===== src/hw/rtl/atha_pkg.sv =====
// shared types, constants and helper functions for the attitude to haptic amplitude unit
package atha_pkg;

    // default ring size and fixed arithmetic constants
    localparam int POD_COUNT_DEF = 8;
    localparam logic [15:0] Q15_FULL = 16'd32767;
    localparam logic [15:0] DEADBAND_RESET = 16'd350;
    localparam logic [15:0] FULL_SCALE_RESET = 16'd3500;
    localparam logic [7:0] MAX_AMP_RESET = 8'd96;

    // configuration register indexes
    localparam logic [1:0] CFG_DEADBAND = 2'd0;
    localparam logic [1:0] CFG_FULL_SCALE = 2'd1;
    localparam logic [1:0] CFG_MAX_AMP = 2'd2;

    // divider sizes: numerator (mag - deadband) * 32767, quotient below 2^15
    localparam int DIV_N_W = 31;
    localparam int DIV_D_W = 16;
    localparam int DIV_Q_W = 15;

    // input request payload
    typedef struct packed {
        logic              cmd;
        logic signed [15:0] pitch;
        logic signed [15:0] roll;
        logic signed [15:0] yaw;
        logic [2:0]        row_pod;
        logic signed [15:0] row_pitch_weight;
        logic signed [15:0] row_roll_weight;
        logic signed [15:0] row_yaw_weight;
    } in_item_t;

    // result request payload
    typedef struct packed {
        logic [2:0] pod_index;
        logic [7:0] amplitude;
        logic       last_pod;
    } out_item_t;

    // one stored weight row
    typedef struct packed {
        logic signed [15:0] pitch_w;
        logic signed [15:0] roll_w;
        logic signed [15:0] yaw_w;
    } weight_row_t;

    // divider control and status
    typedef struct packed {
        logic               start;
        logic [DIV_N_W-1:0] numer;
        logic [DIV_D_W-1:0] denom;
    } div_req_t;

    typedef struct packed {
        logic               done;
        logic [DIV_Q_W-1:0] quot;
    } div_rsp_t;

    // sequencer states
    typedef enum logic [2:0] {
        ST_IDLE,
        ST_AXIS,
        ST_AXDIV,
        ST_RD,
        ST_MAC,
        ST_MIXDIV,
        ST_AMPMUL,
        ST_AMPDIV
    } state_t;

    // bring-up geometry rows, pods past the eighth are zero
    function automatic weight_row_t bringup_row(input logic [7:0] pod);
        weight_row_t r;
        r = '0;
        case (pod)
            8'd0: r.pitch_w = $signed(Q15_FULL);
            8'd1: r.yaw_w = $signed(Q15_FULL);
            8'd2: r.roll_w = $signed(Q15_FULL);
            8'd4: r.pitch_w = -$signed(Q15_FULL);
            8'd5: r.yaw_w = -$signed(Q15_FULL);
            8'd6: r.roll_w = -$signed(Q15_FULL);
            default: r = '0;
        endcase
        return r;
    endfunction

    // floor(x / 32767) by folding base 2^15 digits, one final correction
    function automatic logic [17:0] div_q15_full(input logic [31:0] x);
        logic [16:0] q0;
        logic [17:0] r0;
        logic [2:0]  q1;
        logic [15:0] r1;
        logic        c;
        q0 = x[31:15];
        r0 = {3'b000, x[14:0]} + {1'b0, q0};
        q1 = r0[17:15];
        r1 = {1'b0, r0[14:0]} + {13'd0, q1};
        c = (r1 >= Q15_FULL);
        return {1'b0, q0} + {15'd0, q1} + {17'd0, c};
    endfunction

endpackage


===== src/hw/rtl/atha_weight_ram.sv =====
// weight row memory with per-row valid bits that fall back to bring-up geometry
module atha_weight_ram #(
    parameter int DEPTH = atha_pkg::POD_COUNT_DEF,
    parameter int ADDR_W = (DEPTH > 1) ? $clog2(DEPTH) : 1
) (
    input  logic                  aclk,
    input  logic                  aresetn,
    input  logic                  we,
    input  logic [ADDR_W-1:0]     waddr,
    input  atha_pkg::weight_row_t wdata,
    input  logic [ADDR_W-1:0]     raddr,
    output atha_pkg::weight_row_t rdata
);

    atha_pkg::weight_row_t mem [DEPTH];
    logic [DEPTH-1:0]      valid_reg;
    atha_pkg::weight_row_t rdata_reg;

    // row valid bits, cleared at reset
    always_ff @(posedge aclk) begin
        if (!aresetn) begin
            valid_reg <= '0;
        end else if (we) begin
            valid_reg[waddr] <= 1'b1;
        end
    end

    // row storage
    always_ff @(posedge aclk) begin
        if (we) begin
            mem[waddr] <= wdata;
        end
    end

    // registered read, unwritten rows read as bring-up geometry
    always_ff @(posedge aclk) begin
        if (valid_reg[raddr]) begin
            rdata_reg <= mem[raddr];
        end else begin
            rdata_reg <= atha_pkg::bringup_row(8'(raddr));
        end
    end

    assign rdata = rdata_reg;

endmodule


===== src/hw/rtl/atha_div.sv =====
// restoring divider, one quotient bit per cycle, for the axis scaling
module atha_div (
    input  logic               aclk,
    input  logic               aresetn,
    input  atha_pkg::div_req_t req,
    output atha_pkg::div_rsp_t rsp
);

    localparam int N_W = atha_pkg::DIV_N_W;
    localparam int D_W = atha_pkg::DIV_D_W;
    localparam int Q_W = atha_pkg::DIV_Q_W;
    localparam int CNT_W = $clog2(Q_W + 1);

    logic             busy_reg, busy_next;
    logic             done_reg, done_next;
    logic [CNT_W-1:0] cnt_reg, cnt_next;
    logic [D_W-1:0]   rem_reg, rem_next;
    logic [Q_W-1:0]   bits_reg, bits_next;
    logic [Q_W-1:0]   quot_reg, quot_next;
    logic [D_W-1:0]   den_reg, den_next;
    logic [D_W:0]     trial;

    // one shift-compare-subtract step per cycle
    always_comb begin
        busy_next = busy_reg;
        done_next = 1'b0;
        cnt_next = cnt_reg;
        rem_next = rem_reg;
        bits_next = bits_reg;
        quot_next = quot_reg;
        den_next = den_reg;
        trial = {rem_reg, bits_reg[Q_W-1]};
        if (req.start) begin
            busy_next = 1'b1;
            cnt_next = CNT_W'(Q_W);
            rem_next = req.numer[N_W-1:Q_W];
            bits_next = req.numer[Q_W-1:0];
            den_next = req.denom;
        end else if (busy_reg) begin
            if (trial >= {1'b0, den_reg}) begin
                rem_next = D_W'(trial - {1'b0, den_reg});
                quot_next = {quot_reg[Q_W-2:0], 1'b1};
            end else begin
                rem_next = trial[D_W-1:0];
                quot_next = {quot_reg[Q_W-2:0], 1'b0};
            end
            bits_next = {bits_reg[Q_W-2:0], 1'b0};
            cnt_next = cnt_reg - 1'b1;
            if (cnt_reg == CNT_W'(1)) begin
                busy_next = 1'b0;
                done_next = 1'b1;
            end
        end
    end

    // control state
    always_ff @(posedge aclk) begin
        if (!aresetn) begin
            busy_reg <= 1'b0;
            done_reg <= 1'b0;
            cnt_reg <= '0;
        end else begin
            busy_reg <= busy_next;
            done_reg <= done_next;
            cnt_reg <= cnt_next;
        end
    end

    // datapath
    always_ff @(posedge aclk) begin
        rem_reg <= rem_next;
        bits_reg <= bits_next;
        quot_reg <= quot_next;
        den_reg <= den_next;
    end

    assign rsp.done = done_reg;
    assign rsp.quot = quot_reg;

endmodule


===== src/hw/rtl/attitude_to_haptic_amplitudes_unit.sv =====
// top level: attitude sample sequencer with shared multiplier and divider
// Each accepted sample scales its three axes in turn: an axis at or below the deadband or
// at or past full scale is set directly, any other one runs through the bit-serial divider;
// then each pod in turn passes the shared 18x18 multiplier and the constant divide by 32767.
// One sample is in work at a time; the next request is taken the cycle after the last pod
// is queued, and a stalled result holds the sequencer; a row write leaves the block idle.
// Synchronous active-low reset restores the register defaults and bring-up weight rows.
module attitude_to_haptic_amplitudes_unit #(
    parameter int POD_COUNT = atha_pkg::POD_COUNT_DEF
) (
    input  logic                aclk,
    input  logic                aresetn,
    input  logic                s_valid,
    output logic                s_ready,
    input  atha_pkg::in_item_t  s_data,
    output logic                m_valid,
    input  logic                m_ready,
    output atha_pkg::out_item_t m_data,
    input  logic                cfg_valid,
    output logic                cfg_ready,
    input  logic [1:0]          cfg_index,
    input  logic [15:0]         cfg_data
);

    localparam int POD_W = (POD_COUNT > 1) ? $clog2(POD_COUNT) : 1;
    localparam logic [POD_W-1:0] LAST_POD = POD_W'(POD_COUNT - 1);

    atha_pkg::state_t    state_reg, state_next;
    logic [15:0]         deadband_reg, full_scale_reg;
    logic [7:0]          max_amp_reg;
    logic signed [15:0]  angle_reg [3];
    logic signed [15:0]  angle_next [3];
    logic signed [15:0]  axis_reg [3];
    logic signed [15:0]  axis_next [3];
    logic [1:0]          axis_idx_reg, axis_idx_next;
    logic                axis_neg_reg, axis_neg_next;
    logic [POD_W-1:0]    pod_reg, pod_next;
    logic [1:0]          term_reg, term_next;
    logic signed [31:0]  prod_reg, prod_next;
    logic signed [32:0]  acc_reg, acc_next;
    logic [16:0]         mix_reg, mix_next;
    logic                m_valid_reg, m_valid_next;
    atha_pkg::out_item_t out_reg, out_next;

    atha_pkg::weight_row_t ram_rdata, ram_wdata;
    logic                  ram_we;
    logic [POD_W-1:0]      ram_waddr;
    atha_pkg::div_req_t    div_req;
    atha_pkg::div_rsp_t    div_rsp;

    logic signed [15:0] angle_sel;
    logic signed [16:0] angle_ext;
    logic [16:0]        mag;
    logic               axis_zero, axis_sat;
    logic [15:0]        diff;
    logic signed [15:0] w_sel, a_sel;
    logic signed [17:0] mul_a, mul_b;
    logic signed [35:0] mul_res;
    logic [17:0]        amp_q;
    logic [7:0]         amp_val;
    logic               out_free;

    atha_weight_ram #(
        .DEPTH  (POD_COUNT),
        .ADDR_W (POD_W)
    ) u_ram (
        .aclk    (aclk),
        .aresetn (aresetn),
        .we      (ram_we),
        .waddr   (ram_waddr),
        .wdata   (ram_wdata),
        .raddr   (pod_reg),
        .rdata   (ram_rdata)
    );

    atha_div u_div (
        .aclk    (aclk),
        .aresetn (aresetn),
        .req     (div_req),
        .rsp     (div_rsp)
    );

    // axis deadband and saturation tests
    always_comb begin
        case (axis_idx_reg)
            2'd0: angle_sel = angle_reg[0];
            2'd1: angle_sel = angle_reg[1];
            default: angle_sel = angle_reg[2];
        endcase
        angle_ext = 17'(angle_sel);
        mag = angle_sel[15] ? 17'(-angle_ext) : 17'(angle_ext);
        axis_zero = (mag <= {1'b0, deadband_reg}) || (full_scale_reg <= deadband_reg);
        axis_sat = (mag >= {1'b0, full_scale_reg});
        diff = 16'(mag - {1'b0, deadband_reg});
    end

    // divider request for the in-between case
    assign div_req.start = (state_reg == atha_pkg::ST_AXIS) && !axis_zero && !axis_sat;
    assign div_req.numer = {diff, 15'd0} - {15'd0, diff};
    assign div_req.denom = full_scale_reg - deadband_reg;

    // shared multiplier operand select
    always_comb begin
        case (term_reg)
            2'd0: begin
                w_sel = ram_rdata.pitch_w;
                a_sel = axis_reg[0];
            end
            2'd1: begin
                w_sel = ram_rdata.roll_w;
                a_sel = axis_reg[1];
            end
            2'd2: begin
                w_sel = ram_rdata.yaw_w;
                a_sel = axis_reg[2];
            end
            default: begin
                w_sel = '0;
                a_sel = '0;
            end
        endcase
        if (state_reg == atha_pkg::ST_AMPMUL) begin
            mul_a = $signed({1'b0, mix_reg});
            mul_b = $signed({10'd0, max_amp_reg});
        end else begin
            mul_a = 18'(w_sel);
            mul_b = 18'(a_sel);
        end
        mul_res = mul_a * mul_b;
    end

    // amplitude scale and clamp
    always_comb begin
        amp_q = atha_pkg::div_q15_full(prod_reg[31:0]);
        amp_val = (amp_q > {10'd0, max_amp_reg}) ? max_amp_reg : amp_q[7:0];
    end

    // row write path
    assign ram_we = (state_reg == atha_pkg::ST_IDLE) && s_valid && s_data.cmd
                    && (32'(s_data.row_pod) < POD_COUNT);
    assign ram_waddr = POD_W'(s_data.row_pod);
    assign ram_wdata = '{pitch_w: s_data.row_pitch_weight,
                         roll_w: s_data.row_roll_weight,
                         yaw_w: s_data.row_yaw_weight};

    assign out_free = !m_valid_reg || m_ready;

    // sequencer next state and datapath updates
    always_comb begin
        state_next = state_reg;
        angle_next = angle_reg;
        axis_next = axis_reg;
        axis_idx_next = axis_idx_reg;
        axis_neg_next = axis_neg_reg;
        pod_next = pod_reg;
        term_next = term_reg;
        prod_next = prod_reg;
        acc_next = acc_reg;
        mix_next = mix_reg;
        out_next = out_reg;
        m_valid_next = m_valid_reg && !m_ready;
        case (state_reg)
            atha_pkg::ST_IDLE: begin
                if (s_valid && !s_data.cmd) begin
                    angle_next[0] = s_data.pitch;
                    angle_next[1] = s_data.roll;
                    angle_next[2] = s_data.yaw;
                    axis_idx_next = 2'd0;
                    state_next = atha_pkg::ST_AXIS;
                end
            end
            atha_pkg::ST_AXIS: begin
                axis_neg_next = angle_sel[15];
                if (axis_zero || axis_sat) begin
                    case (axis_idx_reg)
                        2'd0: axis_next[0] = axis_zero ? 16'sd0 :
                            (angle_sel[15] ? -$signed(atha_pkg::Q15_FULL)
                                           : $signed(atha_pkg::Q15_FULL));
                        2'd1: axis_next[1] = axis_zero ? 16'sd0 :
                            (angle_sel[15] ? -$signed(atha_pkg::Q15_FULL)
                                           : $signed(atha_pkg::Q15_FULL));
                        default: axis_next[2] = axis_zero ? 16'sd0 :
                            (angle_sel[15] ? -$signed(atha_pkg::Q15_FULL)
                                           : $signed(atha_pkg::Q15_FULL));
                    endcase
                    if (axis_idx_reg == 2'd2) begin
                        pod_next = '0;
                        state_next = atha_pkg::ST_RD;
                    end else begin
                        axis_idx_next = axis_idx_reg + 2'd1;
                    end
                end else begin
                    state_next = atha_pkg::ST_AXDIV;
                end
            end
            atha_pkg::ST_AXDIV: begin
                if (div_rsp.done) begin
                    case (axis_idx_reg)
                        2'd0: axis_next[0] = axis_neg_reg ? -$signed({1'b0, div_rsp.quot})
                                                          : $signed({1'b0, div_rsp.quot});
                        2'd1: axis_next[1] = axis_neg_reg ? -$signed({1'b0, div_rsp.quot})
                                                          : $signed({1'b0, div_rsp.quot});
                        default: axis_next[2] = axis_neg_reg ? -$signed({1'b0, div_rsp.quot})
                                                             : $signed({1'b0, div_rsp.quot});
                    endcase
                    if (axis_idx_reg == 2'd2) begin
                        pod_next = '0;
                        state_next = atha_pkg::ST_RD;
                    end else begin
                        axis_idx_next = axis_idx_reg + 2'd1;
                        state_next = atha_pkg::ST_AXIS;
                    end
                end
            end
            atha_pkg::ST_RD: begin
                // weight row read in flight
                acc_next = '0;
                term_next = 2'd0;
                state_next = atha_pkg::ST_MAC;
            end
            atha_pkg::ST_MAC: begin
                // multiply one term, accumulate the previous one
                if (term_reg != 2'd3) begin
                    prod_next = 32'(mul_res);
                end
                if (term_reg != 2'd0) begin
                    acc_next = acc_reg + 33'(prod_reg);
                end
                if (term_reg == 2'd3) begin
                    state_next = atha_pkg::ST_MIXDIV;
                end else begin
                    term_next = term_reg + 2'd1;
                end
            end
            atha_pkg::ST_MIXDIV: begin
                // only a positive mix drives the pod
                if (!acc_reg[32] && (acc_reg != '0)) begin
                    mix_next = 17'(atha_pkg::div_q15_full(acc_reg[31:0]));
                end else begin
                    mix_next = '0;
                end
                state_next = atha_pkg::ST_AMPMUL;
            end
            atha_pkg::ST_AMPMUL: begin
                prod_next = 32'(mul_res);
                state_next = atha_pkg::ST_AMPDIV;
            end
            atha_pkg::ST_AMPDIV: begin
                if (out_free) begin
                    out_next.pod_index = 3'(pod_reg);
                    out_next.amplitude = amp_val;
                    out_next.last_pod = (pod_reg == LAST_POD);
                    m_valid_next = 1'b1;
                    if (pod_reg == LAST_POD) begin
                        state_next = atha_pkg::ST_IDLE;
                    end else begin
                        pod_next = pod_reg + 1'b1;
                        state_next = atha_pkg::ST_RD;
                    end
                end
            end
            default: state_next = atha_pkg::ST_IDLE;
        endcase
    end

    // control state and configuration registers
    always_ff @(posedge aclk) begin
        if (!aresetn) begin
            state_reg <= atha_pkg::ST_IDLE;
            m_valid_reg <= 1'b0;
            deadband_reg <= atha_pkg::DEADBAND_RESET;
            full_scale_reg <= atha_pkg::FULL_SCALE_RESET;
            max_amp_reg <= atha_pkg::MAX_AMP_RESET;
        end else begin
            state_reg <= state_next;
            m_valid_reg <= m_valid_next;
            if (cfg_valid) begin
                case (cfg_index)
                    atha_pkg::CFG_DEADBAND: deadband_reg <= cfg_data;
                    atha_pkg::CFG_FULL_SCALE: full_scale_reg <= cfg_data;
                    atha_pkg::CFG_MAX_AMP: max_amp_reg <= cfg_data[7:0];
                    default: ;
                endcase
            end
        end
    end

    // datapath registers
    always_ff @(posedge aclk) begin
        angle_reg <= angle_next;
        axis_reg <= axis_next;
        axis_idx_reg <= axis_idx_next;
        axis_neg_reg <= axis_neg_next;
        pod_reg <= pod_next;
        term_reg <= term_next;
        prod_reg <= prod_next;
        acc_reg <= acc_next;
        mix_reg <= mix_next;
        out_reg <= out_next;
    end

    assign s_ready = (state_reg == atha_pkg::ST_IDLE);
    assign m_valid = m_valid_reg;
    assign m_data = out_reg;
    assign cfg_ready = 1'b1;

endmodule


===== config.mk =====
export PLATFORM = sky130hd
export DESIGN_NAME = attitude_to_haptic_amplitudes_unit
export DESIGN_NICKNAME = d
export VERILOG_FILES = /design/src/hw/rtl/atha_pkg.sv /design/src/hw/rtl/atha_weight_ram.sv /design/src/hw/rtl/atha_div.sv /design/src/hw/rtl/attitude_to_haptic_amplitudes_unit.sv
export SDC_FILE = /design/constraint.sdc
export NUM_CORES = 2
export LEC_CHECK = 0
export BUFFER_PORTS_ARGS = -buffer_cell sky130_fd_sc_hd__buf_2
export CORE_MARGIN = 2
export CORE_UTILIZATION = 59
export CTS_BUF_LIST = sky130_fd_sc_hd__clkbuf_4 sky130_fd_sc_hd__clkbuf_8
export DETAILED_ROUTE_END_ITERATION = 8
export PLACE_DENSITY = 0.79
export SYNTH_ARGS = -nofsm -noshare
export SYNTH_HDL_FRONTEND = slang
export SYNTH_SLANG_ARGS = --single-unit

===== constraint.sdc =====
create_clock -name aclk -period 7.45 [get_ports aclk]
set_input_delay 0 -clock aclk [delete_from_list [all_inputs] [get_ports aclk]]
set_output_delay 0 -clock aclk [all_outputs]
set_load 0.02 [all_outputs]

Yosys cells after proc, flatten, opt, wreduce, memory -nomap -nowiden --
Memory sizes are Yosys's and may differ from the RTL's. A register that Yosys moved wholly into a read port is not among the register bits. Index checks and enable logic that the tools add are counted.
Word-level totals: register bits 366, RAM bits 384, input port bits 123, memories 1
Memories:
- u_ram.mem | depth 8, width 48, read ports 1, clocked after Yosys merged registers in 1, wr ports 1, line atha_weight_ram.sv:15 | atha_pkg::weight_row_t mem [DEPTH];
Cells by class: $add $sub $neg 19, $mul 1, $lt $le $gt $ge 10, equality and inequality tests 38, multiplexer cells 70, bitwise operators 4, reductions and logical operators 47
Operators by type and width (number):
- $mux W16 | 12
- $mux W48 | 3
- $pmux W16 S2 | 4
- $pmux W16 S3 | 2
- $pmux W48 S2 | 1
- $pmux W33 S2 | 1
- $pmux W32 S2 | 1
- $sub A16 B16 Y16 | 3
- $add A15 B17 Y18 | 2
- $mux W18 | 2
- $mux W3 | 12
- $ge A17 B16 Y1 | 2
- $add A33 B32 Y33 | 1
- $mux W33 | 1
- $reduce_bool A33 Y1 | 1
- $add A15 B3 Y16 | 2
- $ge A16 B15 Y1 const B | 2
- $mul A18 B18 Y32 | 1
- $mux W32 | 1
- $sub A31 B16 Y31 | 1
- $mux W15 | 2
- $reduce_and A5 Y1 | 5
- $eq A3 B3 Y1 const B | 8
- $pmux W3 S8 | 1
- 45 further kinds | 118

Logic depth before layout (Yosys ltp) --
depth after elaboration 11, gate-level depth with buffers 36

Hierarchy --
From an unflattened synthesis, not the netlist that was laid out.
Unflattened totals: cells, all modules 3941, area total of the unflattened synthesis 46972.6 sq um
By module, submodules not included:
- attitude_to_haptic_amplitudes_unit | times used 1, cells an instance 2907, area an instance 27162.3 sq um, seq. area each 6826.5 sq um
- atha_weight_ram | times used 1, cells an instance 716, area an instance 16070.4 sq um, seq. area each 12652.1 sq um
- atha_div | times used 1, cells an instance 318, area an instance 3739.8 sq um, seq. area each 1981.9 sq um

Worst setup path after synthesis --
No wires, ideal clock.
kind flip-flop to flip-flop, start register term_reg[1], end register prod_reg[30] (data pin), library setup time 0.258 ns, data arrival time 7.295 ns, required time 7.192 ns, slack -0.103 ns, cell stages (with the launch flop) 29, path buffers 3, clock period less this slack 7.553 ns, path through edfxtp_1 inv_1 ha_1 clkbuf_1 clkbuf_1 a222oi_1 o21ai_1 clkbuf_1 nand2_1 fa_1 inv_1 fa_1 inv_1 fa_1 fa_1 inv_1 fa_1 fa_1 ha_1 nor3_1 o211ai_1 a31oi_1 o21ai_0 a41oi_1 o21ai_0 o21ai_0 nand2b_1 a21oi_1 xnor2_1
Between the ends: longest elaborated chain between the ends 6
Ends and longest elaborated chain:
- start, declared | line attitude_to_haptic_amplitudes_unit.sv:38 | logic [1:0] term_reg, term_next;
- start signal, assigned | line attitude_to_haptic_amplitudes_unit.sv:295 | term_reg <= term_next;
- $eq A2 B2 Y1 (tied with other cells) | line attitude_to_haptic_amplitudes_unit.sv:104 | case (term_reg)
- $pmux W16 S3 | line attitude_to_haptic_amplitudes_unit.sv:104
- $mux W18 | line attitude_to_haptic_amplitudes_unit.sv:122 | if (state_reg == atha_pkg::ST_AMPMUL) begin
- $mul A18 B18 Y32 * | line attitude_to_haptic_amplitudes_unit.sv:129 | mul_res = mul_a * mul_b;
- named net mul_res[30] | line attitude_to_haptic_amplitudes_unit.sv:58 | logic signed [35:0] mul_res;
- $mux W32 | line attitude_to_haptic_amplitudes_unit.sv:223 | if (term_reg != 2'd3) begin
- $pmux W32 S2 * | line attitude_to_haptic_amplitudes_unit.sv:162 | case (state_reg)
- end signal, assigned | line attitude_to_haptic_amplitudes_unit.sv:296 | prod_reg <= prod_next;
- end, declared | line attitude_to_haptic_amplitudes_unit.sv:39 | logic signed [31:0] prod_reg, prod_next;
Mark *: on every way through the listed nets, which the timed path passes. The rest lies on a longest branch. The select of a mux whose other input is x is not followed. A chain may end at the register's enable or synchronous reset.

Worst setup path after layout --
start register term_reg[0], end register prod_reg[30] (data pin)
Same word-level chain as after synthesis.

==> summary.md <==
| Metric | Value |
|---|---|
| Run status | complete, no violations |
| Clock Skew | 50.2 ps |
| Pin count of the biggest net entering global routing | 67 |
| Detailed Place HPWL | 85.3 mm |
| CP required | ~7900 ps |
| Fmax | 0.138 GHz |
| Vias/cell | 6.00 |
| Critical Path Fanout Max | 21 |
| Placed cells | 5198 |
| Post-route antenna net violation count | 0 |
| Final Hold Vio Count | 0 |
| PwrDens | ~360 mW/mm2 |
| Clock slew at reported path FFs | 70 ps |
| Flops & latches, synth | 753 |
| Clock Latency Late Sink | 770 ps |
| Slew @ Worst Pin | around 1200 ps |
| Number of flip-flops in the largest register | 384 |
| Gate Count Post-Synth | ~3900 |
| Initial Util | 0.598 |
| Number of global-route vias before repair | 34700 |
| Worst Hold Launch | s_data[23] |
| Final setup violation count | 0 |
| Slowest CP cell | fa_1 |
| TritonCTS Buffers | 116 |
| Clk sinks | 753 |
| Delay-heaviest family, CP | adder cells |
| Final hold slack | 38.9 ps |
| H-tree depth | 3 |
| Final min period | 7230 ps |
| Most frequent cells in the layout | edfxtp_1, nand2_1, inv_1 |
| GRT Util Overall | 0.311 |
| Remaining global-route overflow | 0 |
| Switching Share | 0.407 |
| Post-layout net count | 5166 |
| Synth Net Count | roughly 4600 |
| Synthesis Warnings | 0 |
| Post-route insts no fill | between 5000 and 6000 |
| DR DRC count | 0 |
| Initial antenna violation count | 7 |
| CP peak stage delay | ~560 ps |
| CTS max path bufs | 3 |
| Netlist cell types | 83 |
| Worst r2r src | term_reg[0]$_SDFFCE_PN0P_ |
| Tcrit/Tclk final | 0.971 |
| Drt wl/cell | roughly 23 um |
| Post-Synthesis Cell Area | 0.0465 mm2 |
| Startpoint Class | register |
| Die X | ~280 um |
| Clock Root Buffer | clkbuf_8 |
| Core Area | 0.0777 mm2 |
| Worst Hold Path EP | u_ram.mem[5][23]$_DFFE_PP_ |
| Seq/Total Area, Yosys | 0.463 |
| Reg2reg end | prod_reg[30]$_DFFE_PP_ |
| Worst hold path stage count | 2 |
| MaxCap Viol Count | 0 |
| Worst vdd ir | 0.308 mV |
| Syn Area/Cell | 11.9 um2 |
| Most common cell after layout, fill and taps aside | edfxtp_1 |
| P&R area growth vs syn | 18.5% |
| Worst setup EP type | register |
| Post-synth EDFFs | 644 |
| PortBufs | 136 |
| Die area | about 0.08 mm2 |
| Global-route wire length before repair | roughly 190 mm |
| Internal power | 11700 uW |
| First-pass DRT Iterations | 9 |
| Largest reg by FF count | u_ram.mem |
| Clock power frac | 0.191 |
| Hold Crit Class | primary input to register |
| Seq. cell area | about 0.022 mm2 |
| Primary FF master, synth | edfxtp_1 |
| Sw Pwr | 8010 uW |
| Post-synth ARST share | 0 |
| Worst EP arrival | roughly 7700 ps |
| RD Place Congestion | 0.985 |
| Flop pwr share | 0.298 |
| Slew Viols, Final | 0 |
| RSZ-0062 raised after global routing | yes |
| Row Count | 102 |
| Max-slew headroom | 0.177 |
| Worst path bufs/invs | 10 |
| CTS tree | built |
| Number of fill cells | 5079 |
| Initial DRC count | 3451 |
| Multi-input gate area | 0.0232 mm2 |
| I/O Pins | about 140 |
| Pleak | 0.0226 uW |
| Combinational power share | 0.511 |
| Crit Path Category | register to register |
| Layout cells sized above 1 | 0.178 |
| Vias | 33700 |
| Final wirelength | 127 mm |
| Die Y | 285 um |
| R2R cell count | 32 |
| R2R Setup Slk | 220 ps |
-- per-layer routing --
metal	part of all wire	GRT usage	vias up
li1	-	-	14900
met1	0.37	0.395	16600
met2	0.49	0.514	1829
met3	0.089	0.0567	446
met4	0.054	0.158	4
met5	0.00017	0	-
-- layout make-up --
class / instances / share of cell area
tap: 1040 / 0.0236
clock inverter: 46 / 0.00816
multi-input combinational: 2591 / 0.422
antenna: 6 / 0.000273
inverter: 444 / 0.0303
sequential: 753 / 0.391
clock buffer: 168 / 0.0379
timing repair buffer: 577 / 0.0868
-- metrics by stage --
step	util	setup TNS [ps]	power (uW)	setup WS (ps)	area, um2
2_1_floorplan	-	0	12500	4.93	46500
3_3_place_gp	0.643	0	15100	161	50000
3_5_place_dp	0.643	0	15400	5.31	50000
4_1_cts	0.699	0	19200	2.62	54300
5_1_grt	0.708	-1450	20800	-178	55000
6_report	0.708	0	19700	216	55000
-- repair_timing --
action | 4_1_cts | 5_1_grt
hold buffers | 176 | 0
pin swaps | 0 | 47
buffers inserted | 0 | 28
cloned | 0 | 3
gates resized for setup | 7 | 95
setup endpoints to repair | 9 | 29
hold endpoints to repair | 497 | 0
-- how the worst max path moves through the flow --
| stage | from | endpoint | slack, ps | depth (start not counted) |
|---|---|---|---|---|
| floorplan | term_reg[0]$_SDFFCE_PN0P_ | prod_reg[30]$_DFFE_PP_ | 5 | 28 |
| global placement | term_reg[0]$_SDFFCE_PN0P_ | prod_reg[30]$_DFFE_PP_ | 160 | 29 |
| detailed placement | term_reg[0]$_SDFFCE_PN0P_ | prod_reg[31]$_DFFE_PP_ | 5 | 27 |
| CTS | term_reg[0]$_SDFFCE_PN0P_ | prod_reg[30]$_DFFE_PP_ | 3 | 29 |
| global route | prod_reg[16]$_DFFE_PP_ | m_data[6]$_DFFE_PP_ | -180 | 40 |
| finish | term_reg[0]$_SDFFCE_PN0P_ | prod_reg[30]$_DFFE_PP_ | 220 | 32 |
-- cells by family after synthesis --
| family | share of synthesized area |
|---|---|
| AND/OR/NAND/NOR | 0.0974 |
| buffers and inverters | 0.0466 |
| other | 0.0000807 |
| adder cells (fa/ha/maj) | 0.200 |
| flip-flops | 0.463 |
| multiplexers | 0.0690 |
| AO/OA/AOI/OAI | 0.0862 |
| XOR/XNOR | 0.0370 |
-- power by group through the flow --
stage | Combinational (uW) | Clock [uW] | Sequential, uW
floorplan | 6820 | 0 | 5660
finish | 10000 | 3760 | 5870
detailed placement | 9470 | 0 | 5930
global placement | 9230 | 0 | 5910
CTS | 9640 | 3750 | 5850
global route | 10900 | 3960 | 5910
-- cell usage after synthesis, drive strengths merged, types with 9 or more instances --
master / number / area share
nor2: 269 / 0.022
xnor2: 127 / 0.024
mux2i: 85 / 0.018
inv: 442 / 0.036
a31oi: 15 / 0.0020
clkbuf: 109 / 0.0088
nor2b: 35 / 0.0047
xor2: 69 / 0.013
or3: 18 / 0.0024
a22oi: 48 / 0.0078
ha: 254 / 0.068
o21a: 25 / 0.0040
nand4: 30 / 0.0042
or2: 9 / 0.0012
and2: 15 / 0.0020
o21bai: 16 / 0.0026
mux2: 13 / 0.0032
nor4: 20 / 0.0032
buf: 22 / 0.0019
o211ai: 17 / 0.0027
nand2: 447 / 0.036
and3: 13 / 0.0018
nand2b: 42 / 0.0057
dfxtp: 109 / 0.047
fa: 306 / 0.13
nand3: 51 / 0.0055
a21oi: 161 / 0.017
a211oi: 16 / 0.0029
nor3: 38 / 0.0041
mux4: 98 / 0.048
edfxtp: 644 / 0.42
a22o: 30 / 0.0057
o21ai: 161 / 0.017
a21o: 55 / 0.0089
Power figures use the tool's default switching activity.
